$ cat src/design/spimc_pkg.sv
`timescale 1ns / 1ps
// ----------------------------------------------------------------------------
// spimc_pkg: shared types and constants of the serial master engine
// Transaction payloads, configuration bundle, register indexes and the CRC-8
// column table for polynomial 0x1D.
// ----------------------------------------------------------------------------
package spimc_pkg;

	localparam int unsigned FRAME_BITS = 32;
	localparam int unsigned MSG_BITS   = 24;
	localparam int unsigned CNT_W      = 6;
	localparam int unsigned TICK_W     = 8;
	localparam int unsigned ADDR_W     = 3;

	localparam logic [CNT_W-1:0]  FRAME_CNT = CNT_W'(FRAME_BITS);
	localparam logic [TICK_W-1:0] TICK_MAX  = '1;
	localparam logic [TICK_W-1:0] HIGH_RST  = 8'd5;
	localparam logic [TICK_W-1:0] LOW_RST   = 8'd1;

	typedef enum logic [0:0] {
		REG_CLOCK_HIGH = 1'b0,
		REG_CLOCK_LOW  = 1'b1
	} reg_idx_t;

	typedef struct packed {
		logic       start_req;
		logic [7:0] first_byte;
		logic [7:0] second_byte;
		logic [7:0] third_byte;
		logic       data_in_level;
	} in_t;

	typedef struct packed {
		logic        clock_level;
		logic        data_out_level;
		logic        busy_res;
		logic        done_res;
		logic [31:0] received_word;
	} out_t;

	typedef struct packed {
		logic [TICK_W-1:0] clock_high_ticks;
		logic [TICK_W-1:0] clock_low_ticks;
	} cfg_t;

	typedef struct packed {
		logic active;
	} status_t;

	// CRC contribution of each message bit, index 0 is the least significant.
	localparam logic [7:0] CRC_COL [MSG_BITS] = '{
		8'h1D, 8'h3A, 8'h74, 8'hE8, 8'hCD, 8'h87, 8'h13, 8'h26,
		8'h4C, 8'h98, 8'h2D, 8'h5A, 8'hB4, 8'h75, 8'hEA, 8'hC9,
		8'h8F, 8'h03, 8'h06, 8'h0C, 8'h18, 8'h30, 8'h60, 8'hC0
	};

endpackage

$ cat src/design/spimc_crc8.sv
`timescale 1ns / 1ps
// ----------------------------------------------------------------------------
// spimc_crc8: frame builder
// Forms the 32-bit frame from three command bytes and their CRC-8.
// ----------------------------------------------------------------------------
module spimc_crc8 (
	input  logic [7:0]  first_byte,
	input  logic [7:0]  second_byte,
	input  logic [7:0]  third_byte,
	output logic [31:0] frame
);

	logic [spimc_pkg::MSG_BITS-1:0] msg;
	logic [7:0]                     crc;

	assign msg = {first_byte, second_byte, third_byte};

	always_comb begin
		crc = '0;
		for (int i = 0; i < int'(spimc_pkg::MSG_BITS); i++) begin
			if (msg[i]) begin
				crc = crc ^ spimc_pkg::CRC_COL[i];
			end
		end
	end

	assign frame = {msg, crc};

endmodule

$ cat src/design/spimc_regs.sv
`timescale 1ns / 1ps
// ----------------------------------------------------------------------------
// spimc_regs: configuration registers
// APB-style access to the clock high and clock low tick counts.
// ----------------------------------------------------------------------------
module spimc_regs (
	input  logic                         clk,
	input  logic                         arst_n,
	input  logic                         psel,
	input  logic                         penable,
	input  logic                         pwrite,
	input  logic [spimc_pkg::ADDR_W-1:0] paddr,
	input  logic [31:0]                  pwdata,
	output logic [31:0]                  prdata,
	output logic                         pready,
	output spimc_pkg::cfg_t              cfg
);

	logic [7:0]          high_q;
	logic [7:0]          low_q;
	logic                wr_en;
	spimc_pkg::reg_idx_t idx;

	assign pready = 1'b1;
	assign wr_en  = psel & penable & pwrite & pready;
	assign idx    = spimc_pkg::reg_idx_t'(paddr[2]);

	always_ff @(posedge clk or negedge arst_n) begin
		if (!arst_n) begin
			high_q <= spimc_pkg::HIGH_RST;
			low_q  <= spimc_pkg::LOW_RST;
		end else if (wr_en) begin
			case (idx)
				spimc_pkg::REG_CLOCK_HIGH: high_q <= pwdata[7:0];
				spimc_pkg::REG_CLOCK_LOW:  low_q  <= pwdata[7:0];
				default: ;
			endcase
		end
	end

	always_comb begin
		case (idx)
			spimc_pkg::REG_CLOCK_HIGH: prdata = {24'd0, high_q};
			spimc_pkg::REG_CLOCK_LOW:  prdata = {24'd0, low_q};
			default:                   prdata = '0;
		endcase
	end

	assign cfg.clock_high_ticks = high_q;
	assign cfg.clock_low_ticks  = low_q;

endmodule

$ cat src/design/spimc_engine.sv
`timescale 1ns / 1ps
// ----------------------------------------------------------------------------
// spimc_engine: bit timing and shift engine
// Holds the transfer state and computes one tick's result and next state.
// ----------------------------------------------------------------------------
module spimc_engine (
	input  logic               clk,
	input  logic               arst_n,
	input  logic               tick,
	input  spimc_pkg::in_t     in_data,
	input  spimc_pkg::cfg_t    cfg,
	output spimc_pkg::out_t    res,
	output spimc_pkg::status_t status
);

	logic [31:0]                  send_q, recv_q, frame;
	logic [spimc_pkg::CNT_W-1:0]  bits_q;
	logic [spimc_pkg::TICK_W-1:0] ticks_q;
	logic                         phase_q, active_q;

	logic [31:0]                  send_d, recv_d, send_c, recv_c;
	logic [spimc_pkg::CNT_W-1:0]  bits_d, bits_c, bits_m;
	logic [spimc_pkg::TICK_W-1:0] ticks_d, ticks_c, ticks_inc;
	logic                         phase_d, phase_c, active_d, starting, act;

	spimc_crc8 u_crc (
		.first_byte  (in_data.first_byte),
		.second_byte (in_data.second_byte),
		.third_byte  (in_data.third_byte),
		.frame       (frame)
	);

	assign starting = ~active_q & in_data.start_req;
	assign act      = active_q | starting;

	always_comb begin
		send_c    = starting ? frame : send_q;
		recv_c    = starting ? '0 : recv_q;
		bits_c    = starting ? spimc_pkg::FRAME_CNT : bits_q;
		phase_c   = starting | phase_q;
		ticks_c   = starting ? '0 : ticks_q;
		ticks_inc = (ticks_c != spimc_pkg::TICK_MAX) ? ticks_c + 1'b1 : ticks_c;
		bits_m    = bits_c - 1'b1;

		send_d    = send_q;
		recv_d    = recv_q;
		bits_d    = bits_q;
		phase_d   = phase_q;
		ticks_d   = ticks_q;
		active_d  = active_q;
		res       = '0;
		res.received_word = recv_q;

		if (act) begin
			res.busy_res       = 1'b1;
			res.clock_level    = phase_c;
			res.data_out_level = send_c[31];
			send_d   = send_c;
			recv_d   = recv_c;
			bits_d   = bits_c;
			phase_d  = phase_c;
			ticks_d  = ticks_inc;
			active_d = 1'b1;
			if (phase_c) begin
				if (ticks_inc >= cfg.clock_high_ticks) begin
					phase_d = 1'b0;
					ticks_d = '0;
				end
			end else if (ticks_inc >= cfg.clock_low_ticks) begin
				recv_d  = {recv_c[30:0], in_data.data_in_level};
				send_d  = {send_c[30:0], 1'b0};
				ticks_d = '0;
				phase_d = 1'b1;
				bits_d  = bits_m;
				if (bits_m == '0) begin
					active_d     = 1'b0;
					phase_d      = 1'b0;
					res.done_res = 1'b1;
				end
			end
			res.received_word = recv_d;
		end
	end

	always_ff @(posedge clk or negedge arst_n) begin
		if (!arst_n) begin
			send_q   <= '0;
			recv_q   <= '0;
			bits_q   <= '0;
			phase_q  <= 1'b0;
			ticks_q  <= '0;
			active_q <= 1'b0;
		end else if (tick) begin
			send_q   <= send_d;
			recv_q   <= recv_d;
			bits_q   <= bits_d;
			phase_q  <= phase_d;
			ticks_q  <= ticks_d;
			active_q <= active_d;
		end
	end

	assign status.active = active_q;

endmodule

$ cat src/design/spi_master_crc8_transaction.sv
`timescale 1ns / 1ps
// ----------------------------------------------------------------------------
// spi_master_crc8_transaction: serial master engine with CRC-8 framing
// Each input transaction is one tick of the serial bit timing. A start tick
// while idle latches three command bytes, appends their CRC-8 (poly 0x1D)
// and shifts the 32-bit frame out MSB first while sampling data-in.
//
// Input channel in_valid/in_ready/in_data carries one tick per transaction;
// output channel out_valid/out_ready/out_data returns one result per tick.
// The result is registered and offered in the cycle after input acceptance.
// Throughput is one transaction per cycle: the tick is computed in a single
// pass from the state registers into the output register, and a new tick is
// accepted whenever the output register is empty or being drained.
// When the receiver stalls, in_ready falls and the engine state holds.
// A transfer lasts 32 * (high + low) ticks with each count taken as at least 1.
// Reset clears the engine to idle, empties the output register and loads the
// tick counts with 5 (high) and 1 (low). The APB port always has pready high.
// ----------------------------------------------------------------------------
module spi_master_crc8_transaction (
	input  logic                         clk,
	input  logic                         arst_n,
	input  logic                         in_valid,
	output logic                         in_ready,
	input  spimc_pkg::in_t               in_data,
	output logic                         out_valid,
	input  logic                         out_ready,
	output spimc_pkg::out_t              out_data,
	input  logic                         psel,
	input  logic                         penable,
	input  logic                         pwrite,
	input  logic [spimc_pkg::ADDR_W-1:0] paddr,
	input  logic [31:0]                  pwdata,
	output logic [31:0]                  prdata,
	output logic                         pready
);

	spimc_pkg::cfg_t    cfg;
	spimc_pkg::out_t    res;
	spimc_pkg::status_t status;
	spimc_pkg::out_t    out_q;
	logic               out_valid_q;
	logic               accept;

	assign in_ready = ~out_valid_q | out_ready;
	assign accept   = in_valid & in_ready;

	spimc_regs u_regs (
		.clk     (clk),
		.arst_n  (arst_n),
		.psel    (psel),
		.penable (penable),
		.pwrite  (pwrite),
		.paddr   (paddr),
		.pwdata  (pwdata),
		.prdata  (prdata),
		.pready  (pready),
		.cfg     (cfg)
	);

	spimc_engine u_engine (
		.clk     (clk),
		.arst_n  (arst_n),
		.tick    (accept),
		.in_data (in_data),
		.cfg     (cfg),
		.res     (res),
		.status  (status)
	);

	always_ff @(posedge clk or negedge arst_n) begin
		if (!arst_n) begin
			out_valid_q <= 1'b0;
		end else if (in_ready) begin
			out_valid_q <= in_valid;
		end
	end

	always_ff @(posedge clk) begin
		if (accept) begin
			out_q <= res;
		end
	end

	assign out_valid = out_valid_q;
	assign out_data  = out_q;

	a_accept_gives_result: assert property (@(posedge clk) disable iff (!arst_n)
		accept |=> out_valid_q)
		else $error("accepted tick produced no result");

	a_done_is_busy: assert property (@(posedge clk) disable iff (!arst_n)
		(out_valid_q && out_q.done_res) |-> (out_q.busy_res && !status.active))
		else $error("done reported outside a transaction end");

	a_idle_pins_low: assert property (@(posedge clk) disable iff (!arst_n)
		(out_valid_q && !out_q.busy_res) |-> (!out_q.clock_level && !out_q.data_out_level))
		else $error("serial pins driven while idle");

	a_busy_tracks_state: assert property (@(posedge clk) disable iff (!arst_n)
		(accept && status.active) |=> out_q.busy_res)
		else $error("active engine reported not busy");

endmodule

$ cat config.mk
export PLATFORM = sky130hd
export DESIGN_NAME = spi_master_crc8_transaction
export DESIGN_NICKNAME = d
export VERILOG_FILES = /design/src/design/spimc_pkg.sv /design/src/design/spimc_crc8.sv /design/src/design/spimc_regs.sv /design/src/design/spimc_engine.sv /design/src/design/spi_master_crc8_transaction.sv
export SDC_FILE = /design/constraint.sdc
export NUM_CORES = 1
export LEC_CHECK = 0
export CAP_MARGIN = 20
export CORE_ASPECT_RATIO = 1.5
export CORE_MARGIN = 8
export CORE_UTILIZATION = 45
export DETAILED_ROUTE_END_ITERATION = 6
export DONT_BUFFER_PORTS = 1
export HOLD_SLACK_MARGIN = 0.03
export PLACE_DENSITY_LB_ADDON = 0.2
export SLEW_MARGIN = 25
export SYNTH_ARGS = -nofsm -noshare
export SYNTH_HDL_FRONTEND = slang
export SYNTH_SLANG_ARGS = --single-unit
$ cat constraint.sdc
create_clock -name clk -period 11.94 [get_ports clk]
set_clock_uncertainty 0.1 [all_clocks]
set_input_delay 0.597 -clock clk [delete_from_list [all_inputs] [get_ports clk]]
set_output_delay 0.597 -clock clk [all_outputs]
set_load 0.02 [all_outputs]
Yosys cells after proc, flatten, opt, wreduce, memory -nomap -nowiden
Cells that the tools add are included.

Add/subtract/negate cells: 2. Order comparisons: 2. Equality and inequality tests: 1. Muxes and demuxes: 49. Bitwise logic cells: 35. Reduce and logical (&&, ||, !) cells: 5.

Operator list (count): 32-bit 2-to-1 mux (6); 8-bit 2-to-1 mux (14); 32-bit one-hot mux with 2 select lines (1); 6-bit 2-to-1 mux (7); 7-bit 2-to-1 mux (5); 34-bit 2-to-1 mux (1); 4-bit inverter (7); 5-bit inverter (4); 8-bit greater-or-equal comparator (2); 5-bit 2-to-1 mux (3); 2-bit inverter (7); 3-bit inverter (4); 1-bit 2-to-1 mux (9); 8-bit by 1-bit adder with 8-bit output, second input constant (1); 8-bit inequality test, second input constant (1); 6-bit zero test (1); 2-bit AND reduction (3); 6-bit by 1-bit subtractor with 6-bit output, second input constant (1); 1-bit inverter (5); 1-bit bitwise AND (4); 4-bit 2-to-1 mux (1); 3-bit inverter with 4-bit output (1); 3-bit 2-to-1 mux (1); 1-bit bitwise OR (3); 2 further kinds (2).

Register bits after elaboration: 133. Bits of input ports: 68. Output and inout bits: 71. Word-level logic and storage cells: 108.

Logic depth before layout (Yosys ltp)
Depth after elaboration: 50. Gate-level depth with buffers: 18. Depth with buffers taken out: 14.

Cells and area by module
Synthesis repeated with hierarchy kept, for this count alone.

Cells, all modules: 717. Area, all modules: 7547.2 sq um.

By module, submodules not included: spimc_engine (instances 1, cells each 548, area an instance 4840.9 sq um, seq. area each 2001.9 sq um); spi_master_crc8_transaction (instances 1, cells each 40, area an instance 1134.8 sq um, seq. area each 1106.1 sq um); spimc_regs (instances 1, cells each 70, area an instance 925.9 sq um, seq. area each 404.1 sq um); spimc_crc8 (instances 1, cells each 59, area an instance 645.6 sq um, seq. area each 0.0 sq um).

Worst setup path after synthesis
OpenSTA, ideal clock, no wires.

Kind: input-to-reg. Start: input port in_data[25] (netlist bit). End: register out_q, in the netlist out_data[28], data pin. Library setup time: 256 ps. Arrival: 3681 ps. Setup slack: 7903 ps. Stages on the path: 17. Buffers on the path: 3. Cells stage by stage: nand2b_1 -> clkbuf_1 -> and2_1 -> ha_1 -> and4_1 -> nand3b_1 -> and2_1 -> xnor2_1 -> ha_1 -> a21o_1 -> a2111oi_4 -> o21ai_4 -> nand2_4 -> buf_8 -> buf_8 -> mux2_1 -> a22o_1.

RTL lines: start, declared (line spi_master_crc8_transaction.sv:24) `input spimc_pkg::in_t in_data,`; end signal, assigned (line spi_master_crc8_transaction.sv:80) `out_q <= res;`; end, declared (line spi_master_crc8_transaction.sv:40) `spimc_pkg::out_t out_q;`.

Worst setup path in the final report
Start: register u_engine.active_q, in the netlist u_engine.status. End: register u_engine.recv_q[20].

Longest elaborated chain between the ends: 8. Elaborated cells between the ends (all ways): 13. Classes of those cells: add/sub (1); order compare (1); eq/ne (1); mux (5); bitwise (4); reduce/logical (1).

RTL lines: start, declared (line spimc_engine.sv:19) `logic phase_q, active_q;`; start signal, assigned (line spimc_engine.sv:99) `active_q <= active_d;`; 1-bit inverter (line spimc_engine.sv:33) `assign starting = ~active_q & in_data.start_req;`; 1-bit bitwise AND (line spimc_engine.sv:33); 8-bit 2-to-1 mux (line spimc_engine.sv:41) `ticks_c = starting ? '0 : ticks_q;`; 8-bit by 1-bit adder with 8-bit output / 8-bit inequality test (equally long branches) (line spimc_engine.sv:42) `ticks_inc = (ticks_c != spimc_pkg::TICK_MAX) ? ticks_c + 1'b1 : ticks_c;`; 8-bit 2-to-1 mux (line spimc_engine.sv:42); 8-bit greater-or-equal comparator (line spimc_engine.sv:69) `end else if (ticks_inc >= cfg.clock_low_ticks) begin`; 32-bit 2-to-1 mux (line spimc_engine.sv:69); 32-bit 2-to-1 mux (line spimc_engine.sv:64) `if (phase_c) begin`; end signal, assigned (line spimc_engine.sv:95) `recv_q <= recv_d;`; end, declared (line spimc_engine.sv:16) `logic [31:0] send_q, recv_q, frame;`.

Several ways; a longest one is shown, not always the timed one. A chain may end at the register's enable or synchronous reset.

==> reports/summary.txt <==
Crit-path leading delay family: simple AND/OR/NAND/NOR gates
Most frequent cells in the layout: dfrtp_1 (94), a22o_1 (71), mux2_2 (67)
Synth area leaders: dfrtp_1 (31%), edfxtp_1 (14%), mux2_2 (10%)
Final Cycle Share: 0.4099
Commonest non-fill, non-tap cell in the layout: dfrtp_1
Max Cap Violations: 0
CTS H-tree lvls: 4
Worst Hold Class: in2reg
DP Wirelength: 11.07 mm
DR WL/cell: 18.63 µm
Least-Margin Pin Slew: 0.9222 ns
Critical Path Start Type: register
Worst endpoint required time: 12.18 ns
Register area share after synthesis: 0.4701
Initial core utilization: 0.4594
Largest net degree at the start of global routing: 98
Clk buf depth: 2
Worst reg2reg setup slack: 7.05 ns
Internal Pwr Total: 1049 µW
Met2 usage in global routing: 0.2739
Post-Syn Area: 7471 µm²
Setup TNS: 0 ns
Clock buffer count from CTS: 17
Worst vdd ir: 102.6 µV
Worst hold stages: 1
Layout cells sized above 1: 0.1820
CP peak stage delay: 0.50 ns
Hold path start: in_valid
M3 GR Usage: 0.04076
Routed via count: 4822
ANT nets after route: 0
Die Span X: 121.2 µm
Final hold vios: 0
Synth Flop Type: dfrtp_1
Vias/cell: 5.607
Syn Area/Cell: 11.42 µm²
Post-synth EDFFs: 36
First-pass GRT wire length: 26.70 mm
GRT Max-Usage Layer: met2
Final Cell Area: 8053 µm²
Reg-to-Reg End: u_engine.recv_q[20]
# DRC: 0
DRT Wirelength: 16.02 mm
Min-Delay Endpoint: out_valid
RR Startpoint: u_engine.status
P&R area growth vs syn: 7.788%
Drt pass-1 iters: 4
Slew HR: 0.3830
CTS tree: yes
Share of the synthesized area in the top cell type: 0.3149
Part of the power in combinational logic: 0.271
FF+latch count, synth: 133
Endpoint class of the critical path: register
Initial DRC count: 353
Reg2Reg Depth: 15
Placement Cell Area: 7460 µm²
Fraction of registers with async set/reset: 0.7293
Crit path DAT: 5.13 ns
Routability Congestion: 0.7684
Status: finished clean
Core ar.: 16260 µm²
DP Worst Slack: 6.894 ns
Final Setup Violations: 0
Clk Latency, worst-skew pair: 0.41 ns
DIE HEIGHT: 173.8 µm
Die ar.: 21070 µm²
Switching Share: 0.3245
Reg clk slew, reported paths: 0.07 ns
Final slew viol count: 0
Total gr overflow: 0
Final Util: 0.4952
Final #Nets: 729
Setup ws final: 7.046 ns
Clock sink total: 133
CTS Root Cell: clkbuf_16
Clock power share: 0.318
Seq pwr share: 0.411
All-Layer GR Usage: 0.1570
Synth warnings: 0
Number of I/O port buffers: 0
Number of buffers and inverters on the critical path: 2
RSZ-0062 raised after global routing: no
# fillers: 1469
Min Tclk post-route: 4.895 ns
CP max FO: 40
Cell Pwr Density: 192.8 nW/µm²
Vias in the first global route: 5085
Initial antenna violation count: 0
Static leakage: 0.003360 µW
Setup Buffers After CTS: 0
Net Switching: 503.8 µW
FP Rows: 57
Yosys top cell by area: dfrtp_1
# IOs: 139
CP cell instances: nand2b_1, buf_4, and2_1, ha_1, and4_1, nand3b_1, and3_1, xnor2_1, ha_1, a2111oi_4, o21ai_4, nand2_4, a21o_1, buf_4, a22o_1
Antenna cells: 0
Max stage delay cell, worst path: a21o_1
Fmax: 0.2043 GHz
Cell count after synthesis: 654
Setup Crit Path Kind: reg2reg
Count of unique library cells instantiated by Yosys: 56
Routing usage on met1: 0.1793
## cell families (layout without fill, tap and decap cells)
group	after synthesis	count (layout)	share of synthesized area
other cells	2	25	0.001005
buf+inv	88	65	0.06833
flops	133	133	0.4701
fa+ha+maj	19	19	0.03182
compound gates	164	164	0.1665
mux	89	89	0.1310
xor+xnor	54	54	0.06331
simple gates	105	105	0.06800
## power by group through the flow
stage	clock (µW)	sequential, µW	combinational [µW]
floorplan	0	627	365
global placement	0	641	400
detailed placement	0	646	416
CTS	507	638	427
global route	524	652	475
finish	494	638	420
## worst reg2reg max path: stages (launching register included)
cell	delay, ns
dfrtp_1	0.34
nand2b_1	0.10
buf_4	0.26
and2_1	0.23
ha_1	0.24
and4_1	0.29
nand3b_1	0.23
and3_1	0.30
xnor2_1	0.29
ha_1	0.34
a2111oi_4	0.36
o21ai_4	0.17
nand2_4	0.45
a21o_1	0.50
buf_4	0.40
a22o_1	0.21
## cell usage after synthesis (4+ instances only)
cell       number
a31oi_1         7
edfxtp_1       36
buf_4          34
nand2b_1        4
nand2_1        41
nor2_1         23
a22o_1         71
and2_1          5
clkbuf_1       19
mux2i_1        19
o22ai_1         9
a21oi_1        12
ha_1           19
xnor2_1        45
dfrtp_1        94
nand4_1         4
inv_1          24
a2bb2oi_1       5
buf_2           6
and3_1          4
xor2_1          9
o21ai_0        32
a21o_1          6
mux2_2         67
nand3_1         9
## repair_timing
action,in CTS,in global routing
hold buffers,2,0
hold endpoints to repair,97,0
resized for setup,0,0
setup endpoints to repair,0,0
## per-stage QoR
stage          power [µW]  hold slack [ns]  std cells
6_report             1553           0.1941        860
4_1_cts              1572           0.1768        860
2_1_floorplan       991.9           0.2014        677
5_1_grt              1651           0.1772        860
3_3_place_gp         1041           0.2047        827
3_5_place_dp         1062           0.2047        827
## worst max path at each step
stage | start | to | depth (start not counted)
2_1_floorplan | in_data[25] | out_data[28] | 17
3_3_place_gp | in_data[25] | u_engine.recv_q[26] | 15
3_5_place_dp | in_data[25] | u_engine.recv_q[31] | 15
4_1_cts | u_engine.status | u_engine.recv_q[20] | 15
5_1_grt | u_engine.status | u_engine.recv_q[20] | 15
6_report | u_engine.status | u_engine.recv_q[20] | 15
## cell type report
type,instances,area [µm²],share of cell area
tap,206,257.7,0.03201
clock inverter,14,130.1,0.01616
inverter,24,90.09,0.01119
timing repair buffer,10,97.59,0.01212
clock buffer,17,425.4,0.05283
sequential,133,3512,0.4361
multi-input combinational,456,3540,0.4396
## sequential cells by signal, indices dropped and copies added, names as in the netlist
signal / flops
out_data: 36
u_engine.send_q: 32
u_engine.bits_q: 6
u_regs.high_q: 8
u_engine.recv_q: 32
u_regs.low_q: 8
u_engine.ticks_q: 8
u_engine.status: 1
out_valid: 1
u_engine.phase_q: 1
## metal layers
metal	share of wire	wire length [µm]
met5	0	0
met4	0.012	198
met3	0.045	727
met2	0.52	8341
met1	0.42	6755
No activity file was read; power rests on OpenSTA's default activity.
